==> src/rtl/core/msp_pkg.sv <==
// msp_pkg: types, codes and the property lookup for the mesh sensor status parser
// no dependencies; used by the channel interfaces, the parser and its checker
package msp_pkg;

  // value bytes kept per record, capped at the 32-bit sample field
  localparam int VALUE_BYTES = 4;
  localparam int ACC_BYTES   = (VALUE_BYTES < 4) ? VALUE_BYTES : 4;

  // header masks
  localparam logic [7:0] HDR_FMT_MASK  = 8'h01;
  localparam logic [7:0] HDR_LENA_MASK = 8'h1E;
  localparam logic [7:0] HDR_IDA_MASK  = 8'hE0;
  localparam logic [7:0] HDR_LENB_MASK = 8'hFE;

  typedef enum logic [1:0] {
    PH_HDR0  = 2'd0,
    PH_HDR1  = 2'd1,
    PH_HDR2  = 2'd2,
    PH_VALUE = 2'd3
  } phase_t;

  typedef enum logic [2:0] {
    KIND_PRESENCE = 3'd0,
    KIND_LIGHT    = 3'd1,
    KIND_POWER    = 3'd2,
    KIND_CURRENT  = 3'd3,
    KIND_VOLTAGE  = 3'd4,
    KIND_ENERGY   = 3'd5,
    KIND_PRECISE  = 3'd6,
    KIND_UNKNOWN  = 3'd7
  } kind_t;

  typedef enum logic [1:0] {
    ST_OK       = 2'd0,
    ST_UNKNOWN  = 2'd1,
    ST_LEN_BAD  = 2'd2,
    ST_TRUNC    = 2'd3
  } status_t;

  typedef struct packed {
    logic [7:0]  data_byte;
    logic [15:0] source_address;
    logic        message_end;
  } in_word_t;

  typedef struct packed {
    logic [15:0] prop_id;
    logic [2:0]  prop_kind;
    logic [31:0] sample_value;
    logic [7:0]  value_length;
    logic [1:0]  record_status;
    logic [15:0] sender;
  } out_word_t;

  typedef struct packed {
    kind_t      kind;
    logic [7:0] expect_len;
  } prop_info_t;

  function automatic prop_info_t prop_lookup(input logic [15:0] id);
    prop_info_t r;
    unique case (id)
      16'h004D: r = '{KIND_PRESENCE, 8'd1};
      16'h004E: r = '{KIND_LIGHT,    8'd3};
      16'h0052: r = '{KIND_POWER,    8'd3};
      16'h0057: r = '{KIND_CURRENT,  8'd2};
      16'h0059: r = '{KIND_VOLTAGE,  8'd2};
      16'h006A: r = '{KIND_ENERGY,   8'd3};
      16'h0072: r = '{KIND_PRECISE,  8'd4};
      default:  r = '{KIND_UNKNOWN,  8'd0};
    endcase
    return r;
  endfunction

endpackage

==> src/rtl/core/msp_if.sv <==
// msp channel interfaces: payload byte channel and record channel
// depends on msp_pkg for the word types
interface msp_in_if;
  import msp_pkg::*;
  logic     valid;
  logic     ready;
  in_word_t data;
  modport source (output valid, output data, input ready);
  modport sink   (input valid, input data, output ready);
endinterface

interface msp_out_if;
  import msp_pkg::*;
  logic      valid;
  logic      ready;
  out_word_t data;
  modport source (output valid, output data, input ready);
  modport sink   (input valid, input data, output ready);
endinterface

==> src/rtl/core/mesh_sensor_status_parser.sv <==
// mesh sensor status parser: splits a sensor status payload into records
// depends on msp_pkg and the msp_in_if / msp_out_if channel interfaces
//
//   channel  dir  word                                           handshake
//   rx       in   data_byte, source_address, message_end         valid/ready
//   tx       out  prop_id, prop_kind, sample_value, value_length, valid/ready
//                 record_status, sender
//
// one byte per cycle while rx.ready is high; a record word is registered into
// tx from the byte that ends it. header/length state updates with the byte.
// rst (synchronous) returns the parser to the first header byte and empties tx.
// a two-entry output stage (register plus skid) lets rx keep flowing for one
// word of tx stall; rx.ready drops only while the skid entry is occupied.
module mesh_sensor_status_parser
  import msp_pkg::*;
(
  input  logic          clk,
  input  logic          rst,
  msp_in_if.sink        rx,
  msp_out_if.source     tx
);

  phase_t      phase, phase_next;
  logic        long_format, long_format_next;
  logic [15:0] pending_id, pending_id_next;
  logic [7:0]  decl_len, decl_len_next;
  logic [7:0]  bytes_seen, bytes_seen_next;
  logic [31:0] acc, acc_next;

  logic        accept;
  logic        done;
  logic        emit;
  out_word_t   rec;
  prop_info_t  info;

  out_word_t   out_word;
  logic        out_valid;
  out_word_t   skid_word;
  logic        skid_valid;
  logic        take;

  assign accept   = rx.valid && rx.ready;
  assign take     = tx.valid && tx.ready;
  assign rx.ready = !skid_valid;
  assign tx.valid = out_valid;
  assign tx.data  = out_word;

  // next parse phase
  always_comb begin
    unique case (phase)
      PH_HDR0:  phase_next = PH_HDR1;
      PH_HDR1:  phase_next = long_format ? PH_HDR2 : PH_VALUE;
      PH_HDR2:  phase_next = PH_VALUE;
      PH_VALUE: phase_next = PH_VALUE;
      default:  phase_next = PH_HDR0;
    endcase
  end

  // record fields after this byte
  always_comb begin
    long_format_next = long_format;
    pending_id_next  = pending_id;
    decl_len_next    = decl_len;
    bytes_seen_next  = bytes_seen;
    acc_next         = acc;
    done             = 1'b0;
    unique case (phase)
      PH_HDR0: begin
        acc_next        = '0;
        bytes_seen_next = '0;
        if ((rx.data.data_byte & HDR_FMT_MASK) != 8'd0) begin
          long_format_next = 1'b1;
          decl_len_next    = ((rx.data.data_byte & HDR_LENB_MASK) >> 1) + 8'd1;
          pending_id_next  = '0;
        end else begin
          long_format_next = 1'b0;
          decl_len_next    = ((rx.data.data_byte & HDR_LENA_MASK) >> 1) + 8'd1;
          pending_id_next  = {8'd0, (rx.data.data_byte & HDR_IDA_MASK) >> 5};
        end
      end
      PH_HDR1: begin
        if (long_format) begin
          pending_id_next = {8'd0, rx.data.data_byte};
        end else begin
          pending_id_next = {5'd0, rx.data.data_byte, pending_id[2:0]};
        end
      end
      PH_HDR2: begin
        pending_id_next = {rx.data.data_byte, pending_id[7:0]};
      end
      PH_VALUE: begin
        for (int k = 0; k < ACC_BYTES; k++) begin
          if (bytes_seen == 8'(k)) acc_next[8*k +: 8] = rx.data.data_byte;
        end
        bytes_seen_next = bytes_seen + 8'd1;
        done            = (bytes_seen_next >= decl_len);
      end
      default: begin
        done = 1'b0;
      end
    endcase
  end

  // result word for a record that ends on this byte
  always_comb begin
    info              = prop_lookup(pending_id_next);
    emit              = accept && (done || rx.data.message_end);
    rec.prop_id       = pending_id_next;
    rec.prop_kind     = info.kind;
    rec.sample_value  = acc_next;
    rec.value_length  = decl_len_next;
    rec.sender        = rx.data.source_address;
    priority if (!done) begin
      rec.record_status = ST_TRUNC;
    end else if (info.kind == KIND_UNKNOWN) begin
      rec.record_status = ST_UNKNOWN;
    end else if (decl_len_next != info.expect_len) begin
      rec.record_status = ST_LEN_BAD;
    end else begin
      rec.record_status = ST_OK;
    end
  end

  always_ff @(posedge clk) begin
    if (rst) begin
      phase       <= PH_HDR0;
      long_format <= 1'b0;
      pending_id  <= '0;
      decl_len    <= '0;
      bytes_seen  <= '0;
      acc         <= '0;
    end else if (accept) begin
      if (emit) begin
        phase       <= PH_HDR0;
        long_format <= 1'b0;
        pending_id  <= '0;
        decl_len    <= '0;
        bytes_seen  <= '0;
        acc         <= '0;
      end else begin
        phase       <= phase_next;
        long_format <= long_format_next;
        pending_id  <= pending_id_next;
        decl_len    <= decl_len_next;
        bytes_seen  <= bytes_seen_next;
        acc         <= acc_next;
      end
    end
  end

  // output register with one skid entry
  always_ff @(posedge clk) begin
    if (rst) begin
      out_valid  <= 1'b0;
      skid_valid <= 1'b0;
    end else if (!out_valid || take) begin
      if (skid_valid) begin
        out_valid  <= 1'b1;
        skid_valid <= 1'b0;
      end else begin
        out_valid <= emit;
      end
    end else if (emit) begin
      skid_valid <= 1'b1;
    end
  end

  always_ff @(posedge clk) begin
    if (!out_valid || take) begin
      if (skid_valid) begin
        out_word <= skid_word;
      end else if (emit) begin
        out_word <= rec;
      end
    end else if (emit) begin
      skid_word <= rec;
    end
  end

endmodule

==> src/flat_wrapper.sv <==
// flat-port wrapper written by rule: the top's interface ports become plain ports
module mesh_sensor_status_parser_flat import msp_pkg::*;
  (clk, rst, rx_valid, rx_data, rx_ready, tx_valid, tx_data, tx_ready);
  msp_in_if rx_i ();
  msp_out_if tx_i ();
  input  logic clk;
  input  logic rst;
  input wire logic [$bits(rx_i.valid)-1:0] rx_valid;
  input wire logic [$bits(rx_i.data)-1:0] rx_data;
  output wire logic [$bits(rx_i.ready)-1:0] rx_ready;
  output wire logic [$bits(tx_i.valid)-1:0] tx_valid;
  output wire logic [$bits(tx_i.data)-1:0] tx_data;
  input wire logic [$bits(tx_i.ready)-1:0] tx_ready;
  assign rx_i.valid = rx_valid;
  assign rx_i.data = rx_data;
  assign rx_ready = rx_i.ready;
  assign tx_valid = tx_i.valid;
  assign tx_data = tx_i.data;
  assign tx_i.ready = tx_ready;
  mesh_sensor_status_parser u_core (.clk(clk), .rst(rst), .rx(rx_i), .tx(tx_i));
endmodule
==> config.mk <==
export PLATFORM = sky130hd
export DESIGN_NAME = mesh_sensor_status_parser_flat
export DESIGN_NICKNAME = d
export VERILOG_FILES = /design/src/rtl/core/msp_pkg.sv /design/src/rtl/core/msp_if.sv /design/src/rtl/core/mesh_sensor_status_parser.sv /design/src/flat_wrapper.sv
export SDC_FILE = /design/constraint.sdc
export NUM_CORES = 1
export LEC_CHECK = 0
export ABC_AREA = 1
export ABC_CLOCK_PERIOD_IN_PS = 19300
export BUFFER_PORTS_ARGS = -buffer_cell sky130_fd_sc_hd__buf_4
export CAP_MARGIN = 20
export CORE_AREA = 2 2 162 164
export DETAILED_ROUTE_END_ITERATION = 7
export DIE_AREA = 0 0 164 166
export HOLD_SLACK_MARGIN = 0.15
export PLACE_DENSITY = 0.59
export SLEW_MARGIN = 5
export SYNTH_ARGS = -nofsm -noshare
export SYNTH_HDL_FRONTEND = slang
export SYNTH_SLANG_ARGS = --single-unit
==> constraint.sdc <==
create_clock -name clk -period 19.3 [get_ports clk]
set_input_delay 0 -clock clk [delete_from_list [all_inputs] [get_ports clk]]
set_output_delay 0 -clock clk [all_outputs]
set_load 0.02 [all_outputs]
After elaboration in Yosys (flattened, before gate mapping)
Index checks and enable logic that the tools add are counted.
{ "classes": {"addsub": 3, "magnitude_cmp": 1, "n_eq_ne": 15, "n_mux": 29, "bitwise": 1, "n_reduce_logical": 18} }
{ "ops": {"columns": ["op", "count"], "rows": [
  ["$mux W77", 2],
  ["$eq A16 B7 Y1 const B", 7],
  ["$pmux W11 S7", 1],
  ["$mux W8", 8],
  ["$pmux W32 S2", 1],
  ["$pmux W16 S3", 1],
  ["$mux W32", 1],
  ["$eq A8 B2 Y1 const B", 2],
  ["$mux W16", 1],
  ["$pmux W8 S2", 1],
  ["$mux W11", 1],
  ["$add A7 B1 Y8 const B", 1],
  ["$add A8 B1 Y8 const B", 1],
  ["$eq A8 B1 Y1 const B", 1],
  ["$ge A8 B8 Y1", 1],
  ["$logic_not A8 Y1", 1],
  ["$mux W2", 4],
  ["$ne A8 B8 Y1", 1],
  ["$reduce_and A2 Y1", 4],
  ["$mux W1", 6],
  ["$pmux W2 S3", 1],
  ["$add A4 B1 Y5 const B", 1],
  ["$eq A2 B2 Y1 const B", 2],
  ["$reduce_bool A2 Y1", 2],
  ["other kinds (10)", 15]
]} }
{ "word_totals": {"register_bits": 223, "inputBits": 29, "output_inout_bits": 79, "word_cells": 87} }

Depth between registers and ports, before layout
Gate-level depths: netlist of run 1.
{ "logic_depth": {"word_depth": 10, "depth_mapped": 21, "ltp_nobuf": 20} }

Worst setup path after synthesis of run 1
Ideal clock, no wire load.
{ "synth_timing": {"path_kind": "reg2reg", "startpoint": "reg u_core.bytes_seen[0]", "endpoint": "reg u_core.skid_word[0] (netlist name), enable pin", "setup_ns": 0.607, "arrival_ns": 7.626, "t_required_ns": 18.693, "path_slack_ns": 11.067, "path_stages_with_launch": 18, "path_buffers": 1, "synth_period_minus_slack_ns": 8.233, "cell_sequence": "dfxtp_1 inv_1 nor3_1 nand3_1 nor2_1 nand2_1 xor2_1 inv_1 ha_1 nand2_1 nor4_1 a211o_1 nand2_1 inv_1 or2_2 nand2_1 buf_2 nor3_1"} }
{ "synth_via": {"elab_chain_cells": 6} }
{ "synth_lines": {"columns": ["item", "line_no", "source"], "rows": [
  ["from (decl)", "mesh_sensor_status_parser.sv:27", "logic [7:0] bytes_seen, bytes_seen_next;"],
  ["from (signal assigned)", "mesh_sensor_status_parser.sv:145", "bytes_seen <= bytes_seen_next;"],
  ["$add A8 B1 Y8", "mesh_sensor_status_parser.sv:95", "bytes_seen_next = bytes_seen + 8'd1;"],
  ["$ge A8 B8 Y1", "mesh_sensor_status_parser.sv:96", "done = (bytes_seen_next >= decl_len);"],
  ["$mux W1", "mesh_sensor_status_parser.sv:67", "unique case (phase)"],
  ["$logic_or A1 B1 Y1", "mesh_sensor_status_parser.sv:107", "emit = accept && (done || rx.data.message_end);"],
  ["$logic_and A1 B1 Y1", "mesh_sensor_status_parser.sv:107", null],
  ["$reduce_and A2 Y1 (no line)", null, null],
  ["to (signal assigned)", "mesh_sensor_status_parser.sv:176", "skid_word <= rec;"],
  ["to (decl)", "mesh_sensor_status_parser.sv:38", "out_word_t skid_word;"]
]} }
Every way passes these cells.
A chain may end at the register's enable or synchronous reset.

Worst setup path after layout of run 1
{ "layout_timing": {"startpoint": "reg u_core.bytes_seen[0]", "endpoint": "reg u_core.out_word (netlist bit u_core.tx.data[30]), enable pin"} }
{ "layout_via": {"elab_chain_cells": 7} }
{ "layout_lines": {"columns": ["item", "line_no", "source"], "rows": [
  ["$add A8 B1 Y8", "mesh_sensor_status_parser.sv:95", null],
  ["$ge A8 B8 Y1", "mesh_sensor_status_parser.sv:96", null],
  ["$mux W1", "mesh_sensor_status_parser.sv:67", null],
  ["$logic_or A1 B1 Y1", "mesh_sensor_status_parser.sv:107", null],
  ["$logic_and A1 B1 Y1", "mesh_sensor_status_parser.sv:107", null],
  ["$reduce_bool A2 Y1 (no line)", null, null],
  ["$reduce_and A2 Y1 (no line)", null, null],
  ["to (signal assigned)", "mesh_sensor_status_parser.sv:171", "out_word <= skid_word;"],
  ["to (signal assigned)", "mesh_sensor_status_parser.sv:173", "out_word <= rec;"],
  ["to (decl)", "mesh_sensor_status_parser.sv:36", "out_word_t out_word;"]
]} }
Every way passes these cells.

==> results of run 1 <==
-- through the flow --
step,area [um^2],hold slack (ns),std cells
final,12200,0.222,1537
after detailed placement,11100,0.193,1463
after CTS,12200,0.199,1537
after floorplan,10100,0.0691,1070
after global placement,11100,0.193,1463
after global routing,12200,0.212,1537
-- cell type report --
cell class                      count  share of cell area [%]
Sequential cell                   223                    49.2
Multi-Input combinational cell    682                    28.2
Timing Repair Buffer              147                    9.68
Clock buffer                       32                    5.23
Tap cell                          335                    3.43
Inverter                          108                    3.38
Clock inverter                     10                   0.942
-- power by group through the flow --
| stage | clock network (mW) | registers, mW | logic (mW) |
|---|---|---|---|
| global route | 0.475 | 0.543 | 0.154 |
| global placement | 0 | 0.552 | 0.133 |
| finish | 0.445 | 0.541 | 0.139 |
| CTS | 0.455 | 0.542 | 0.140 |
| detailed placement | 0 | 0.552 | 0.134 |
| floorplan | 0 | 0.563 | 0.0781 |
-- path summary, 6_finish.rpt --
kind | from | to | slack, ns
setup / recovery | u_core.bytes_seen[0] | u_core.tx.data[30] | 14.52
hold / removal | rx_data[5] | u_core.skid_word[4] | 0.22
hold reg to reg | u_core.acc[1] | u_core.acc[1] | 0.46
setup reg to reg | u_core.bytes_seen[0] | u_core.tx.data[30] | 14.52
-- registers in the layout, indices dropped and copies added (netlist names) --
signal,count
u_core.tx.data,77
u_core.decl_len,8
u_core.phase,2
u_core.acc,32
u_core.skid_valid,1
u_core.bytes_seen,8
u_core.long_format,1
u_core.tx.valid,1
u_core.skid_word,77
u_core.pending_id,16
-- cells in the final DEF (no fill, tap or decap), types with 2 or more instances in the layout --
cell                            netlist  final
sky130_fd_sc_hd__nor3_1               6      5
sky130_fd_sc_hd__a211oi_1            39     39
sky130_fd_sc_hd__nand2_2              6      7
sky130_fd_sc_hd__inv_2                5      6
sky130_fd_sc_hd__clkbuf_8             0      3
sky130_fd_sc_hd__o2111a_1             3      3
sky130_fd_sc_hd__a31oi_1              4      4
sky130_fd_sc_hd__o21ai_0             85     85
sky130_fd_sc_hd__nor4_1               2      2
sky130_fd_sc_hd__clkbuf_1            34      6
sky130_fd_sc_hd__xor2_1               3      3
sky130_fd_sc_hd__dfxtp_1             69     68
sky130_fd_sc_hd__ha_1                18     18
sky130_fd_sc_hd__dlygate4sd3_1        0     32
sky130_fd_sc_hd__nand3_2             10     10
sky130_fd_sc_hd__clkinv_2             0      3
sky130_fd_sc_hd__clkinvlp_4           0      3
sky130_fd_sc_hd__buf_4                3    115
sky130_fd_sc_hd__nand3_1             42     42
sky130_fd_sc_hd__or2_2                6      6
sky130_fd_sc_hd__a21oi_1             38     37
sky130_fd_sc_hd__edfxtp_1           154    154
sky130_fd_sc_hd__clkinv_1             3      2
sky130_fd_sc_hd__o211ai_1            19     19
sky130_fd_sc_hd__nand2_1            295    294
sky130_fd_sc_hd__inv_6                1      2
sky130_fd_sc_hd__nor2_1              74     74
sky130_fd_sc_hd__clkbuf_16            0     23
sky130_fd_sc_hd__inv_1               98     98
sky130_fd_sc_hd__nor2_2               8      8
sky130_fd_sc_hd__nand4_1             11     11
sky130_fd_sc_hd__bufinv_16            0      2
sky130_fd_sc_hd__nor2_4               3      3
-- repair_timing --
action                                 4_1_cts  5_1_grt
endpoints found under the hold margin      145        0
hold buffers                                32        0
setup buffers                                0        0
-- metal layers --
metal	track usage [%]	routed length (um)
met1	25.0	11100
met2	27.8	11200
met5	0	0
met3	2.67	1190
met4	4.88	501
-- worst register-to-register path, cell delays in order, from the launching register on --
cell,delay [ns]
sky130_fd_sc_hd__dfxtp_1,0.41
sky130_fd_sc_hd__inv_1,0.12
sky130_fd_sc_hd__nor3_1,0.29
sky130_fd_sc_hd__nand3_1,0.14
sky130_fd_sc_hd__nor2_1,0.15
sky130_fd_sc_hd__nand2_1,0.08
sky130_fd_sc_hd__xor2_1,0.17
sky130_fd_sc_hd__inv_1,0.06
sky130_fd_sc_hd__ha_1,0.29
sky130_fd_sc_hd__nand2_1,0.08
sky130_fd_sc_hd__nor4_1,0.28
sky130_fd_sc_hd__a211o_1,0.14
sky130_fd_sc_hd__nand2_1,0.05
sky130_fd_sc_hd__inv_1,0.14
sky130_fd_sc_hd__or2_2,0.14
sky130_fd_sc_hd__nand2_1,0.30
sky130_fd_sc_hd__a21oi_4,0.82
sky130_fd_sc_hd__buf_4,0.69
-- cells by family (layout without fill, tap and decap cells) --
kind of cell,count (synthesis),count (layout),synth area share (%)
compound gates,193,193,11.3
xor+xnor,4,4,0.347
simple gates,467,467,19.9
flops,223,223,59.4
buf+inv,165,297,6.74
fa+ha+maj,18,18,2.23
==> flow_summary.ini, run 1 <==
[floorplanning]
dieArea_um2 = 27200
initial_core_util_pct = 39.5
chipHeight_um = 166
num_rows = 59
io_pins = 108
design.core.area_um2 = 25600
die-width_um = 164

[clock_network]
cts-buffers-inserted = 23
number_of_sinks_driven_by_the_clock_tree = 223
cts_root_buffer = sky130_fd_sc_hd__clkbuf_16
clock_insertion_delay_worst_skew_ns = 0.52
htreeDepth = 1
cts_buffer_depth = 3
tritoncts = done
clk_pin_slew_worst_setup_hold_paths_ns = 0.06
post_cts.resized_instances = 0

[critical_path]
cp_data_required_time_ns = 19.45
setup.worst_path.class = reg2reg
start_kind = flop
worst_path_max_delay_cell = sky130_fd_sc_hd__a21oi_4
endpoint_kind = flop
crit_buf_inv = 4
r2r_cells = 17
crit_path_max_incr_delay_ns = 0.81
worstSetupPathDepth = 17
critical-path-top-cell-by-count = sky130_fd_sc_hd__nand2_1
crit_path_cell_trace = inv_1 -> nor3_1 -> nand3_1 -> nor2_1 -> nand2_1 -> xor2_1 -> inv_1 -> ha_1 -> nand2_1 -> nor4_1 -> a211o_1 -> nand2_1 -> inv_1 -> or2_2 -> nand2_1 -> a21oi_4 -> buf_4
kind_of_cell_adding_the_most_delay_to_the_critical_path = simple AND/OR/NAND/NOR gates
worst-endpoint-arrival_ns = 4.93
worst-path-max-fanout = 54

[cells_and_area]
insertedDiodeCount = 0
fill_cells = 2389
ff_latch_area_um2 = 6010
final_nets = 1232
post_route_cells_drive_above_1_share_pct = 16.5
total_area_of_multi_input_combinational_cells_um2 = 3440
area_growth_syn_to_fin_pct = 20.9
post-route-util_pct = 47.7

[timing]
setup_tns_ns = 0
post-route-min-period_ns = 4.78
max_slew.worst_pin.slew_ns = 1.06
final-setup-viol-count = 0
unrepaired_setup_endpoints_after_global_routing = false
final_hold_viol_count = 0
final_critical_path_setup_slack_ns = 14.52
finalCritPeriodShare_pct = 24.8
max_clock_freq_ghz = 0.209
maxSlewHeadroom_pct = 29.6
drv_slew = 0
worst_clock_skew_ns = 0.0155

[synthesis]
yosys_register_bits = 223
synthDominantCellAreaShare_pct = 45.7
top_count_cell_post_synth = sky130_fd_sc_hd__nand2_1
syn_inst = 1070
syn-cell-area_um2 = 10100
yosys_most_used_dff = sky130_fd_sc_hd__edfxtp_1
list_of_most_frequent_post_synthesis_cells = sky130_fd_sc_hd__nand2_1, sky130_fd_sc_hd__edfxtp_1, sky130_fd_sc_hd__inv_1
synth_enable_flop_cells = 154
synthesis.nets = 1117
synth.avg_cell_area_um2 = 9.45
seq_area_frac_synth_pct = 59.4
ys_types = 41
yosys_warnings = 0
cell_taking_the_most_area_after_synthesis = sky130_fd_sc_hd__edfxtp_1
top_post_synthesis_cells_by_area = sky130_fd_sc_hd__edfxtp_1, sky130_fd_sc_hd__dfxtp_1, sky130_fd_sc_hd__nand2_1
share_of_flip_flops_with_an_asynchronous_set_or_reset_pct = 0

[run]
maxCapViolations = 0

[detailed_routing]
avgViaCountPerCell = 4.94
drt_pass_1_iters = 5
detail_route.drc_violations = 0
drt_iter0_markers = 608
final_antenna_net_count = 0
vias = 7596
wire_per_inst_um = 15.6
wirelength_um = 24000

[placement]
final_weighted_congestion_in_routability_driven_placement = 0.853
port_buffers = 107
dp_hpwl_um = 15400
detailedPlace.worstSlack_ns = 14.54

[min_path]
timing.hold.worst_path_depth = 2
worstHoldPathType = in2reg

[power_and_ir_drop]
worst_ir_drop_on_vdd_v = 0.0000614
clock_share_of_power_pct = 39.5
leakage_nw = 5.07
seqPwrFrac_pct = 48.1
p_sw_uw = 286
sw_ratio_pct = 25.4
power.combinational.fraction_pct = 12.4
internal-power_uw = 839
pwr_density_cell_nw_per_um2 = 92.1
power_mw = 1.13

[grt]
gr-total-overflow = 0
global_route.usage.total_pct = 17.5
grt_pass1_wl_um = 38000
grt_start_max_net_pins = 110
first_global_vias = 6902
grt_antenna_before_repair = 0

[outcome]
run_status = complete, no violations
(Power assumes the default switching activity.)
==> run 2, diff against run 1 <==
- ABC_AREA: 1 -> 0
- ABC_CLOCK_PERIOD_IN_PS: 19300 -> 4500
- CORE_AREA: 2 2 162 164 -> 2 2 161 163
- DIE_AREA: 0 0 164 166 -> 0 0 163 165
- clock period: 19.3 -> 4.5 ns (I/O delays scaled with it)
==> flow_summary.ini, run 2 <==
[critical_path]
setup.worst_path.class = reg2reg
endpoint_kind = flop
critical_path.reg2reg.startpoint = u_core.phase[0]
worst-path-max-fanout = 23
cp_data_required_time_ns = 4.74
worst_path_max_delay_cell = sky130_fd_sc_hd__ha_1
worst-endpoint-arrival_ns = 3.82
setup.worst_path.start = u_core.phase[0]
crit_buf_inv = 0
start_kind = flop
kind_of_cell_adding_the_most_delay_to_the_critical_path = simple AND/OR/NAND/NOR gates
crit_path_max_incr_delay_ns = 0.64
crit_path_cell_trace = ha_1 -> nor2b_1 -> a22o_1 -> nor4_4 -> nand4_4 -> o31ai_1 -> nand3_1 -> or4_1 -> o311ai_1 -> a31oi_1

[cells_and_area]
post_route_cells_drive_above_1_share_pct = 22.6
area_growth_syn_to_fin_pct = 22.8
final_cell_mix = sky130_fd_sc_hd__edfxtp_1, sky130_fd_sc_hd__nand2_1, sky130_fd_sc_hd__buf_4
leading_cell_type_in_the_layout_fill_and_taps_excluded = sky130_fd_sc_hd__edfxtp_1
insertedDiodeCount = 0
fill_cells = 2310
total_area_of_multi_input_combinational_cells_um2 = 3660
final_nets = 1038
ff_latch_area_um2 = 6010

[detailed_routing]
vias = 6848
wire_per_inst_um = 17.0
wirelength_um = 22700
avgViaCountPerCell = 5.11
drt_pass_1_iters = 5
drt_iter0_markers = 447
final_antenna_net_count = 0
detail_route.drc_violations = 0

[synthesis]
synthDominantCellAreaShare_pct = 46.3
top_count_cell_post_synth = sky130_fd_sc_hd__edfxtp_1
synth.avg_cell_area_um2 = 11.5
synthesis.nets = 914
yosys_warnings = 0
list_of_most_frequent_post_synthesis_cells = sky130_fd_sc_hd__edfxtp_1, sky130_fd_sc_hd__nand2_1, sky130_fd_sc_hd__nor2_1
synth_enable_flop_cells = 154
cell_taking_the_most_area_after_synthesis = sky130_fd_sc_hd__edfxtp_1
seq_area_frac_synth_pct = 60.2
ys_types = 71
share_of_flip_flops_with_an_asynchronous_set_or_reset_pct = 0
yosys_most_used_dff = sky130_fd_sc_hd__edfxtp_1
top_post_synthesis_cells_by_area = sky130_fd_sc_hd__edfxtp_1, sky130_fd_sc_hd__dfxtp_1, sky130_fd_sc_hd__nand2_1
syn-cell-area_um2 = 9980
syn_inst = 867
yosys_register_bits = 223

[power_and_ir_drop]
worst_ir_drop_on_vdd_v = 0.000358
leakage_nw = 4.61
pwr_density_cell_nw_per_um2 = 396

[floorplanning]
design.core.area_um2 = 25000
initial_core_util_pct = 39.9
chipHeight_um = 165
io_pins = 108
num_rows = 58
dieArea_um2 = 26900
die-width_um = 163

[clock_network]
number_of_sinks_driven_by_the_clock_tree = 223
cts_buffer_depth = 3
clock_insertion_delay_worst_skew_ns = 0.51
htreeDepth = 1
tritoncts = done
cts_post_setup_buffers_inserted = 0
cts-buffers-inserted = 24
post_cts.resized_instances = 0
count_of_hold_buffers_inserted_by_post_cts_repair = 32
cts_root_buffer = sky130_fd_sc_hd__clkbuf_16
clk_pin_slew_worst_setup_hold_paths_ns = 0.06

[timing]
hold-worst-slack_ns = 0.224
max_clock_freq_ghz = 0.279
post-route-min-period_ns = 3.58
drv_slew = 0
setup_tns_ns = 0
final-setup-viol-count = 0
final_hold_viol_count = 0
finalCritPeriodShare_pct = 79.6
maxSlewHeadroom_pct = 36.3
max_slew.worst_pin.slew_ns = 0.955
unrepaired_setup_endpoints_after_global_routing = false
worst_clock_skew_ns = 0.0103

[grt]
gr-total-overflow = 0
grt_pass1_wl_um = 35400
global_route.usage.total_pct = 16.7
first_global_vias = 6432
grt_start_max_net_pins = 87
grt_antenna_before_repair = 0

[outcome]
run_status = complete, no violations

[placement]
port_buffers = 107
dp_hpwl_um = 13900
final_weighted_congestion_in_routability_driven_placement = 0.814

[min_path]
worstHoldPathType = in2reg
startpoint_of_the_lowest_slack_hold_path = rx_data[7]

[run]
maxCapViolations = 0
## run 2: cell families (layout without fill, tap and decap cells)
family                     Yosys count  count (layout)  share of synthesized area (%)
DFF                                223             223                           60.2
adders and majority gates           18              18                           2.26
and+or+nand+nor                    289             289                           13.4
muxes                               77              77                           8.20
xor gates and xnor gates            13              13                           1.14
AOI/OAI and AO/OA                  163             163                           11.2
buffers and inverters               84             226                           3.54
## run 2: routing by layer
layer / wire (um) / vias up / part of all wire (%) / GRT usage [%]
li1: - / 3398 / - / -
met2: 10900 / 165 / 48 / 28.0
met1: 10500 / 3266 / 46 / 22.7
met4: 244 / 0 / 1.1 / 3.58
met3: 1110 / 19 / 4.9 / 2.96
met5: 0 / - / 0 / 0
## run 2: worst reg2reg max path: stages (launching register included)
cell	delay [ns]
sky130_fd_sc_hd__dfxtp_1	0.38
sky130_fd_sc_hd__ha_1	0.64
sky130_fd_sc_hd__nor2b_1	0.21
sky130_fd_sc_hd__a22o_1	0.31
sky130_fd_sc_hd__nor4_4	0.43
sky130_fd_sc_hd__nand4_4	0.21
sky130_fd_sc_hd__o31ai_1	0.27
sky130_fd_sc_hd__nand3_1	0.12
sky130_fd_sc_hd__or4_1	0.48
sky130_fd_sc_hd__o311ai_1	0.12
sky130_fd_sc_hd__a31oi_1	0.12
## run 2: cell type report
type | count | area share [%]
clock buffers | 37 | 5.97
clock inverters | 7 | 0.684
inverters | 28 | 0.878
multi-input cells | 560 | 29.9
flip-flops and latches | 223 | 49.0
well taps | 330 | 3.37
repair buffers | 154 | 10.2
## run 2: path summary, 6_finish.rpt
| check | endpoint | slack, ns | cells after the start |
|---|---|---|---|
| setup / recovery | u_core.tx.data[17] | 0.92 | 10 |
| hold / removal | u_core.skid_word[6] | 0.22 | 2 |
| setup reg to reg | u_core.tx.data[17] | 0.92 | 10 |
| hold reg to reg | u_core.acc[11] | 0.45 | 2 |
## run 2: power breakdown
part,total [mW],internal (mW),switching (mW)
clock network,2.00,1.23,0.768
logic,0.555,0.207,0.348
registers,2.29,2.26,0.0304
total,4.85,3.70,1.15
## run 2: stage by stage
stage,std cells,power (mW),area (um^2),utilization (%),setup slack (ns)
detailed placement,1262,2.87,11100,44.3,0.904
finish,1339,4.85,12300,49.0,0.920
global placement,1262,2.86,11100,44.3,0.961
CTS,1338,4.90,12200,48.9,0.864
global route,1339,5.05,12300,49.0,0.659
floorplan,867,2.69,10000,-,0.430
